## src/hw/rtl/ssc_pkg.sv

```systemverilog
`timescale 1ns / 1ps
// ----------------------------------------------------------------------------
// ssc_pkg: send suppression cache package
// Payload types, outcome codes, sequencer states and the key cleaning helper.
// ----------------------------------------------------------------------------
package ssc_pkg;

   localparam int KEY_W      = 64;
   localparam int TIME_W     = 32;
   localparam int INTERVAL_W = 16;
   localparam logic [INTERVAL_W-1:0] INTERVAL_RESET = 16'd1000;

   typedef enum logic [2:0] {
      OUT_ADDED      = 3'd0,
      OUT_CHANGED    = 3'd1,
      OUT_RESENT     = 3'd2,
      OUT_SUPPRESSED = 3'd3,
      OUT_FULL       = 3'd4
   } outcome_type;

   typedef enum logic [1:0] {
      ST_IDLE,
      ST_SCAN,
      ST_DECIDE
   } state_type;

   typedef struct packed {
      logic [KEY_W-1:0]  name_key;
      logic [KEY_W-1:0]  value_key;
      logic [TIME_W-1:0] now_ms;
   } req_payload_type;

   typedef struct packed {
      logic        send_ok;
      outcome_type outcome;
   } rsp_payload_type;

   // keep the top nbytes bytes, zero everything from the first zero byte on
   function automatic logic [KEY_W-1:0] clean_key(input logic [KEY_W-1:0] key,
                                                  input int unsigned nbytes);
      logic [KEY_W-1:0] res;
      logic             ended;
      logic [7:0]       b;
      res   = '0;
      ended = 1'b0;
      for (int i = 0; i < 8; i++) begin
         b = key[KEY_W-1-8*i -: 8];
         if (i >= nbytes || b == 8'd0) begin
            ended = 1'b1;
         end
         if (!ended) begin
            res[KEY_W-1-8*i -: 8] = b;
         end
      end
      return res;
   endfunction

endpackage

```

## src/hw/rtl/send_suppression_cache.sv

```systemverilog
`timescale 1ns / 1ps
// ----------------------------------------------------------------------------
// send_suppression_cache: repeat suppression for outgoing messages
// Looks each message name up in an in-order filled table and decides whether
// the message is transmitted or suppressed as a recent unchanged repeat.
// ----------------------------------------------------------------------------
// An item is taken only while the block is idle. The name table lives in one
// memory with a single registered read port, and the lookup reads it one used
// entry per cycle, stopping at the first matching name or after the last used
// entry. A finished result sits in the output register, and the next item is
// accepted while it waits to be taken; the decision step of that next item
// holds until the register is free. The table holds no valid bits: only
// entries below the fill count are read. repeat_interval is written over the
// csr port, which is ready while the block is idle and no item is offered.
module send_suppression_cache #(
   parameter int ENTRIES     = 16,
   parameter int NAME_BYTES  = 8,
   parameter int VALUE_BYTES = 8
) (
   input  logic                                clock,
   input  logic                                reset,
   input  logic                                req_valid,
   output logic                                req_stall,
   input  ssc_pkg::req_payload_type            req_data,
   output logic                                rsp_valid,
   input  logic                                rsp_stall,
   output ssc_pkg::rsp_payload_type            rsp_data,
   input  logic                                csr_valid,
   output logic                                csr_ready,
   input  logic [ssc_pkg::INTERVAL_W-1:0]      csr_data
);

   localparam int NAME_W = 8 * NAME_BYTES;
   localparam int VAL_W  = 8 * VALUE_BYTES;
   localparam int TIME_W = ssc_pkg::TIME_W;
   localparam int WORD_W = NAME_W + VAL_W + TIME_W;
   localparam int IDX_W  = (ENTRIES > 1) ? $clog2(ENTRIES) : 1;
   localparam int CNT_W  = $clog2(ENTRIES + 1);
   localparam logic [CNT_W-1:0] FULL_COUNT = CNT_W'(ENTRIES);

   ssc_pkg::state_type          state_ff, state_in;
   logic [ssc_pkg::INTERVAL_W-1:0] interval_ff, interval_in;
   logic [CNT_W-1:0]            fill_ff, fill_in;
   logic [CNT_W-1:0]            addr_ff, addr_in;
   logic                        data_vld_ff, data_vld_in;
   logic [IDX_W-1:0]            data_idx_ff, data_idx_in;
   logic                        hit_ff, hit_in;
   logic [IDX_W-1:0]            hit_idx_ff, hit_idx_in;
   logic [VAL_W-1:0]            hit_val_ff, hit_val_in;
   logic [TIME_W-1:0]           hit_next_ff, hit_next_in;
   logic [NAME_W-1:0]           name_ff, name_in;
   logic [VAL_W-1:0]            val_ff, val_in;
   logic [TIME_W-1:0]           now_ff, now_in;
   logic [TIME_W-1:0]           next_ff, next_in;
   logic                        rsp_valid_ff, rsp_valid_in;
   ssc_pkg::rsp_payload_type    rsp_ff, rsp_in;

   logic [ssc_pkg::KEY_W-1:0]   name_clean, val_clean;
   logic                        req_accept;
   logic                        ram_wr_en, ram_rd_en;
   logic [IDX_W-1:0]            ram_wr_addr;
   logic [WORD_W-1:0]           ram_wr_data, ram_rd_data;
   logic [NAME_W-1:0]           rd_name;
   logic [VAL_W-1:0]            rd_val;
   logic [TIME_W-1:0]           rd_next;
   logic                        issue;

   assign name_clean = ssc_pkg::clean_key(req_data.name_key, NAME_BYTES);
   assign val_clean  = ssc_pkg::clean_key(req_data.value_key, VALUE_BYTES);

   assign req_stall  = (state_ff != ssc_pkg::ST_IDLE);
   assign req_accept = req_valid && !req_stall;
   // no write while an item is offered, so an item never races a new interval
   assign csr_ready  = (state_ff == ssc_pkg::ST_IDLE) && !req_valid;
   assign rsp_valid  = rsp_valid_ff;
   assign rsp_data   = rsp_ff;

   assign rd_name = ram_rd_data[WORD_W-1 -: NAME_W];
   assign rd_val  = ram_rd_data[VAL_W+TIME_W-1 -: VAL_W];
   assign rd_next = ram_rd_data[TIME_W-1:0];

   assign issue       = (state_ff == ssc_pkg::ST_SCAN) && (addr_ff < fill_ff);
   assign ram_rd_en   = issue;
   assign ram_wr_data = {name_ff, val_ff, next_ff};

   ssc_ram #(
      .WIDTH  (WORD_W),
      .DEPTH  (ENTRIES),
      .ADDR_W (IDX_W)
   ) u_table (
      .clock   (clock),
      .wr_en   (ram_wr_en),
      .wr_addr (ram_wr_addr),
      .wr_data (ram_wr_data),
      .rd_en   (ram_rd_en),
      .rd_addr (addr_ff[IDX_W-1:0]),
      .rd_data (ram_rd_data)
   );

   always_ff @(posedge clock) begin
      if (reset) begin
         state_ff     <= ssc_pkg::ST_IDLE;
         interval_ff  <= ssc_pkg::INTERVAL_RESET;
         fill_ff      <= '0;
         data_vld_ff  <= 1'b0;
         rsp_valid_ff <= 1'b0;
      end else begin
         state_ff     <= state_in;
         interval_ff  <= interval_in;
         fill_ff      <= fill_in;
         data_vld_ff  <= data_vld_in;
         rsp_valid_ff <= rsp_valid_in;
      end
   end

   always_ff @(posedge clock) begin
      addr_ff     <= addr_in;
      data_idx_ff <= data_idx_in;
      hit_ff      <= hit_in;
      hit_idx_ff  <= hit_idx_in;
      hit_val_ff  <= hit_val_in;
      hit_next_ff <= hit_next_in;
      name_ff     <= name_in;
      val_ff      <= val_in;
      now_ff      <= now_in;
      next_ff     <= next_in;
      rsp_ff      <= rsp_in;
   end

   always_comb begin
      state_in     = state_ff;
      interval_in  = interval_ff;
      fill_in      = fill_ff;
      addr_in      = addr_ff;
      data_vld_in  = issue;
      data_idx_in  = addr_ff[IDX_W-1:0];
      hit_in       = hit_ff;
      hit_idx_in   = hit_idx_ff;
      hit_val_in   = hit_val_ff;
      hit_next_in  = hit_next_ff;
      name_in      = name_ff;
      val_in       = val_ff;
      now_in       = now_ff;
      next_in      = next_ff;
      rsp_valid_in = rsp_valid_ff && rsp_stall;
      rsp_in       = rsp_ff;
      ram_wr_en    = 1'b0;
      ram_wr_addr  = fill_ff[IDX_W-1:0];

      if (csr_valid && csr_ready) begin
         interval_in = csr_data;
      end

      unique case (state_ff)
         ssc_pkg::ST_IDLE: begin
            if (req_accept) begin
               name_in  = name_clean[ssc_pkg::KEY_W-1 -: NAME_W];
               val_in   = val_clean[ssc_pkg::KEY_W-1 -: VAL_W];
               now_in   = req_data.now_ms;
               next_in  = req_data.now_ms + TIME_W'(interval_ff);
               addr_in  = '0;
               hit_in   = 1'b0;
               state_in = ssc_pkg::ST_SCAN;
            end
         end
         ssc_pkg::ST_SCAN: begin
            // reads are pipelined: compare entry data_idx while addr_ff is read
            if (data_vld_ff && rd_name == name_ff) begin
               hit_in      = 1'b1;
               hit_idx_in  = data_idx_ff;
               hit_val_in  = rd_val;
               hit_next_in = rd_next;
               state_in    = ssc_pkg::ST_DECIDE;
            end else if (issue) begin
               addr_in = addr_ff + CNT_W'(1);
            end else if (!data_vld_ff) begin
               state_in = ssc_pkg::ST_DECIDE;
            end
         end
         ssc_pkg::ST_DECIDE: begin
            // hold until the output register is free
            if (!rsp_valid_ff || !rsp_stall) begin
               rsp_valid_in   = 1'b1;
               rsp_in.send_ok = 1'b1;
               state_in       = ssc_pkg::ST_IDLE;
               priority if (hit_ff && hit_val_ff != val_ff) begin
                  ram_wr_en      = 1'b1;
                  ram_wr_addr    = hit_idx_ff;
                  rsp_in.outcome = ssc_pkg::OUT_CHANGED;
               end else if (hit_ff && now_ff > hit_next_ff) begin
                  ram_wr_en      = 1'b1;
                  ram_wr_addr    = hit_idx_ff;
                  rsp_in.outcome = ssc_pkg::OUT_RESENT;
               end else if (hit_ff) begin
                  rsp_in.send_ok = 1'b0;
                  rsp_in.outcome = ssc_pkg::OUT_SUPPRESSED;
               end else if (fill_ff < FULL_COUNT) begin
                  ram_wr_en      = 1'b1;
                  fill_in        = fill_ff + CNT_W'(1);
                  rsp_in.outcome = ssc_pkg::OUT_ADDED;
               end else begin
                  rsp_in.outcome = ssc_pkg::OUT_FULL;
               end
            end
         end
         default: begin
            state_in = ssc_pkg::ST_IDLE;
         end
      endcase
   end

   a_fill_bound: assert property (@(posedge clock) disable iff (reset)
      fill_ff <= FULL_COUNT)
      else $error("fill count beyond table size");

   a_accept_starts_scan: assert property (@(posedge clock) disable iff (reset)
      req_accept |=> state_ff == ssc_pkg::ST_SCAN)
      else $error("accepted item did not start a lookup");

   a_send_matches_outcome: assert property (@(posedge clock) disable iff (reset)
      rsp_valid_ff |-> (rsp_ff.send_ok == (rsp_ff.outcome != ssc_pkg::OUT_SUPPRESSED)))
      else $error("send flag disagrees with outcome");

   a_fill_only_on_add: assert property (@(posedge clock) disable iff (reset)
      (!$past(reset) && fill_ff != $past(fill_ff)) |->
         (rsp_valid_ff && rsp_ff.outcome == ssc_pkg::OUT_ADDED))
      else $error("table grew without an added outcome");

endmodule

```

## src/hw/rtl/ssc_ram.sv

```systemverilog
`timescale 1ns / 1ps
// ----------------------------------------------------------------------------
// ssc_ram: generic single write port ram
// One write and one read port, read data registered.
// ----------------------------------------------------------------------------
module ssc_ram #(
   parameter int WIDTH  = 8,
   parameter int DEPTH  = 16,
   parameter int ADDR_W = 4
) (
   input  logic              clock,
   input  logic              wr_en,
   input  logic [ADDR_W-1:0] wr_addr,
   input  logic [WIDTH-1:0]  wr_data,
   input  logic              rd_en,
   input  logic [ADDR_W-1:0] rd_addr,
   output logic [WIDTH-1:0]  rd_data
);

   logic [WIDTH-1:0] mem_ff [DEPTH];
   logic [WIDTH-1:0] rd_data_ff;

   always_ff @(posedge clock) begin
      if (wr_en) begin
         mem_ff[wr_addr] <= wr_data;
      end
      if (rd_en) begin
         rd_data_ff <= mem_ff[rd_addr];
      end
   end

   assign rd_data = rd_data_ff;

endmodule

```

## config.mk

```make
export PLATFORM = sky130hd
export DESIGN_NAME = send_suppression_cache
export DESIGN_NICKNAME = d
export VERILOG_FILES = /design/src/hw/rtl/ssc_pkg.sv /design/src/hw/rtl/send_suppression_cache.sv /design/src/hw/rtl/ssc_ram.sv
export SDC_FILE = /design/constraint.sdc
export NUM_CORES = 2
export LEC_CHECK = 0
export ABC_AREA = 1
export ABC_CLOCK_PERIOD_IN_PS = 14100
export BUFFER_PORTS_ARGS = -buffer_cell sky130_fd_sc_hd__clkbuf_2
export CAP_MARGIN = 10
export CORE_UTILIZATION = 55
export DETAILED_ROUTE_END_ITERATION = 10
export HOLD_SLACK_MARGIN = 0.02
export PLACE_DENSITY = 0.71
export SLEW_MARGIN = 30
export SYNTH_ARGS = -nofsm -noshare
export SYNTH_HDL_FRONTEND = slang
export SYNTH_SLANG_ARGS = --single-unit
```

## constraint.sdc

```tcl
create_clock -name clock -period 14.1 [get_ports clock]
set_clock_uncertainty 0.05 [all_clocks]
set_input_delay 1.41 -clock clock [delete_from_list [all_inputs] [get_ports clock]]
set_output_delay 1.41 -clock clock [all_outputs]
set_load 0.1 [all_outputs]
```

; Yosys cells after proc, flatten, opt, wreduce, memory -nomap -nowiden
; Memories as Yosys holds them, arrays and structs flattened. A register that Yosys moved wholly into a read port is not among the register bits.
; Cells that the tools add are included.
[totals]
register_bits = 331
latch_bits = 0
mem_bits_rw = 2560
mem_bits_ro = 0
in_bits = 181
output_inout_bits = 7
word_cells = 141
mem_count = 1
[memory_table]
columns = name, words, width, rd, rd_clocked_by_memory_dff, write_ports, line_no
row1 = u_table.mem_ff, 16, 160, 1, 1, 1, ssc_ram.sv:20  ; logic [WIDTH-1:0] mem_ff [DEPTH];
[op_classes]
addsub = 3
mul = 0
n_div = 0
magnitude_cmp = 3
eq_ne = 11
shift = 0
n_mux = 47
n_bitwise = 3
reduce_logical = 41
[op_table]
columns = op, count
row1 = 8-bit logical NOT, 16
row2 = 64-bit equality test, 1
row3 = 64-bit inequality test, 1
row4 = 32-bit by 16-bit adder with 32-bit output, 1
row5 = 32-bit > comparator, 1
row6 = 1-bit 2-to-1 mux, 29
row7 = 4-bit 2-to-1 mux, 4
row8 = 5-bit 2-to-1 mux, 3
row9 = 2-bit 2-to-1 mux, 7
row10 = 5-bit by 1-bit adder with 5-bit output (second input constant), 2
row11 = 5-bit one-hot mux with 2 select lines, 1
row12 = 1-bit logical AND, 8
row13 = 2-bit inequality test (second input constant), 4
row14 = 4-bit AND reduction, 2
row15 = 3-bit by 2-bit inequality test with 1-bit output (second input constant), 2
row16 = 2-bit one-hot mux with 3 select lines, 1
row17 = 2-bit AND reduction, 3
row18 = 6-bit AND reduction, 1
row19 = 5-bit < comparator, 1
row20 = 5-bit < comparator (second input constant), 1
row21 = 1-bit logical NOT, 4
row22 = 2-bit nonzero test, 2
row23 = 3-bit 2-to-1 mux, 1
row24 = 1-bit inverter, 3
row25 = 9 further kinds, 9

; Logic depth before layout (Yosys ltp)
[depth]
depth_word = 9
depth_mapped = 21
depth_no_buf = 21

; By module
; A second synthesis with hierarchy kept.
[unflattened]
hier_cells = 11309
hier_area_um2 = 127203.2
[modules_own_cells]
columns = mod, instances, cells_per_inst, area_each_um2, seq_area_each_um2
row1 = ssc_ram, 1, 9723, 111336.8, 81678.3
row2 = send_suppression_cache, 1, 1586, 15866.5, 9649.3

; Worst setup path after synthesis
; Ideal clock, no wire load.
[synth_path]
path_type = input port to flip-flop
start = input req_valid
end = register addr_ff[0] (enable)
setup_time_ns = 0.369
arrival_time_ns = 11.215
required_ns = 13.681
slack_ns = 2.466
cell_stages = 4
n_path_buf = 0
path_cell_list = nor2_1 nor2_1 inv_1 a21oi_1
[synth_via]
elab_chain_cells = 3
[synth_lines]
columns = element, line_no
row1 = from (decl), send_suppression_cache.sv:22  ; input logic req_valid,
row2 = 1-bit logical AND, send_suppression_cache.sv:72  ; assign req_accept = req_valid && !req_stall;
row3 = 2-bit inequality test (no line), -
row4 = 4-bit AND reduction (no line), -
row5 = to (signal assigned), send_suppression_cache.sv:117  ; addr_ff <= addr_in;
row6 = to (decl), send_suppression_cache.sv:44  ; logic [CNT_W-1:0] addr_ff, addr_in;
; No other way between the ends.
; A chain may end at the register's enable or synchronous reset.

; Worst setup path in the final report
[layout_path]
start = register addr_ff[0]
end = register u_table.rd_data_ff[95] (netlist: u_table.rd_data[95]) (read register of u_table.mem_ff) (data pin)
[layout_via]
elab_chain_cells = 2
[layout_lines]
columns = element, line_no
row1 = 5-bit < comparator, send_suppression_cache.sv:82  ; assign issue = (state_ff == ssc_pkg::ST_SCAN) && (addr_ff < fill_ff);
row2 = 1-bit logical AND, send_suppression_cache.sv:82
row3 = to (decl), ssc_ram.sv:21  ; logic [WIDTH-1:0] rd_data_ff;
; Parallel ways exist; a longest one is shown, timed or not.

==> run metrics <==
status completed; Inst Count DP ~11000; Synth Flop Type edfxtp_1; drt via density 6.20; number of DRC markers in iteration 0 roughly 9100; CTS tree built; Yosys reg bits a little over 3000; area leader, netlist edfxtp_1; Clk Latency, worst-skew pair 0.94 ns; worst min-delay path startpoint u_table.rd_data[91]; Worst setup SP type flip-flop; Vias ~72000; final antenna-violating net count 0; number of post-CTS setup repair buffers 0; initial antenna violation count 2; Crit Path Class flip-flop to flip-flop; DR pass1 iterations 7; final hold vios 0; Least-Margin Pin Slew approximately 1.3 ns; Die H between 400 and 500 um; # resized after CTS 0; synth top area cells edfxtp_1 76%, nor2_1 5.2%, o32ai_1 2.8%, o21ai_0 2.8%, mux2i_1 2.1%; worst vdd ir about 0.26 mV; wire per inst approximately 25 um; Final TNS setup 0 ns; IO Pins about 190; RD Place Congestion roughly 0.91; post-route DRC violation count 0; vias in the first global route between 60000 and 70000; RSZ-0062 raised after global routing false; # setup viols final 0; Die ar. 219000 sq um; worst-path fanout max between 80 and 90; top cell type's share of synthesized area around three quarters; Area Overhead vs Synth 11.4%; final net count 8715; non-filler cells, final ~12000; diodes inserted 0; DP HPWL around 150 mm; clock transition at the registers of the reported paths about 0.06 ns; Post-CTS Hold Buffers 0; Worst Path Required around 15 ns; Worst slew margin roughly a tenth; synthesized cell area about 120000 sq um; crit path from addr_ff[0]; Post-synth EDFFs roughly 3000; Die Width roughly 470 um; Power Density 196 nW/um^2; min Tclk post-route between 6 and 7 ns; Crit. End Element flip-flop; Slew Viols, Final 0; achievable frequency 159 MHz; grt ovf 0; clock tree buffer depth 4; H-tree lvl count 5; Overall Global Routing Usage between 20% and 30%; syn avg cell area 14.3 sq um; final worst path period share 44.7%; CP Data Arrival Time just under 7 ns; Core ar. between 200000 and 250000 sq um; reg-to-reg critical path startpoint addr_ff[0]; Synth cell types 55; root buffer cell clkbuf_16; Initial Util 55.5%; hold crit path type flip-flop to flip-flop; share of layout cells above drive strength 1 under 10%; Synth Warn # 0; async set-reset flop share out of synthesis 0%; leakage power between 40 and 50 nW; port buffer count ~190; Placement Rows 170; TritonCTS Buffers around 310; maxcap violations 0; number of clock sinks 3051; Mapped Cells 8364; final wirelength about 290 mm; sequential cell area fraction in the yosys report between 70% and 80%; syn nets 8600; FILL cells 15357; largest net degree at the start of global routing 220; global-route wire length before repair 430 mm
-- cells by family after synthesis --
kind of cell / share of synthesized area, %
flip-flops: 76.5
AND/OR/NAND/NOR: 9.02
AO/OA/AOI/OAI: 8.39
buffers and inverters: 2.54
multiplexers: 2.15
XOR/XNOR: 0.836
adder cells (fa/ha/maj): 0.583
-- through the flow --
stage	setup slack [ns]	utilization [%]	total power, W	instance area [sq um]	hold slack, ns
final	7.79	61.8	0.0260	133000	0.355
after global routing	7.46	61.8	0.0271	133000	0.358
after CTS	7.74	61.7	0.0261	133000	0.349
after detailed placement	7.74	57.3	0.0183	123000	0.344
after global placement	7.92	57.2	0.0181	123000	0.340
after floorplan	2.47	-	0.0162	119000	0.321
-- routing by layer --
metal / part of all wire (%) / vias up / track usage, %
met1: 39 / 35932 / 35.6
met5: 0.0031 / - / 0
met4: 3.5 / 2 / 9.81
met3: 8.3 / 597 / 3.96
met2: 49 / 3406 / 42.8
li1: - / 31627 / -
-- power by group --
group	internal, W	total, W	switching, W
Clock	0.00461	0.00788	0.00327
Combinational	0.00183	0.00621	0.00438
Sequential	0.0113	0.0120	0.000687
Total	0.0177	0.0260	0.00833
-- final cells by class --
cell class / instances / area, sq um / share of cell area (%)
inverters: 272 / 1050 / 0.792
multi-input cells: 4537 / 25200 / 18.9
repair buffers: 304 / 2290 / 1.72
flip-flops and latches: 3051 / 91300 / 68.6
clock buffers: 393 / 8310 / 6.25
well taps: 2838 / 3550 / 2.67
clock inverters: 143 / 1310 / 0.984
-- final timing paths --
kind                               to  cells after the start  slack (ns)
hold reg to reg        hit_val_ff[59]                      0        0.35
setup / recovery  u_table.rd_data[95]                     10        7.79
setup reg to reg  u_table.rd_data[95]                     10        7.79
hold / removal         hit_val_ff[59]                      0        0.35
-- synth_stat cells, types with 54 or more instances --
cell type / count
edfxtp_1: 3022
nor2_1: 1641
o21ai_0: 667
nand2_1: 551
o32ai_1: 384
clkbuf_1: 382
nand3_1: 300
inv_1: 265
o221ai_1: 258
mux2i_1: 256
buf_2: 84
xnor2_1: 73
o211ai_1: 64
ha_1: 54
-- state kept, by name, indices dropped and copies added (netlist names) --
register / count
u_table.mem_ff: 2560
u_table.rd_data: 160
hit_val_ff: 64
name_ff: 64
val_ff: 64
hit_next_ff: 32
next_ff: 32
now_ff: 32
interval_ff: 16
addr_ff: 5
fill_ff: 5
data_idx_ff: 4
hit_idx_ff: 4
rsp_data: 4
state_ff: 2
data_vld_ff: 1
hit_ff: 1
rsp_valid: 1
-- worst max-delay path, cell delays in order (launching register included) --
cell and delay, ns:
edfxtp_1 0.50, buf_4 0.70, buf_4 0.72, buf_6 0.63, buf_4 0.79, buf_4 0.77
buf_4 0.86, mux2i_1 0.30, o221ai_1 0.14, nand3_1 0.16, nand3_1 0.09
-- cell usage in the layout, fill, tap and decap left out, drive strengths merged, types with 111 or more instances in the layout --
cell,netlist,layout
clkinv,3,111
edfxtp,3022,3022
nand3,304,304
o32ai,384,384
o221ai,258,258
mux2i,256,256
buf,122,117
nand2,566,566
nor2,1644,1644
clkbuf,382,580
o21ai,669,669
inv,269,272
(Power assumes the default switching activity.)
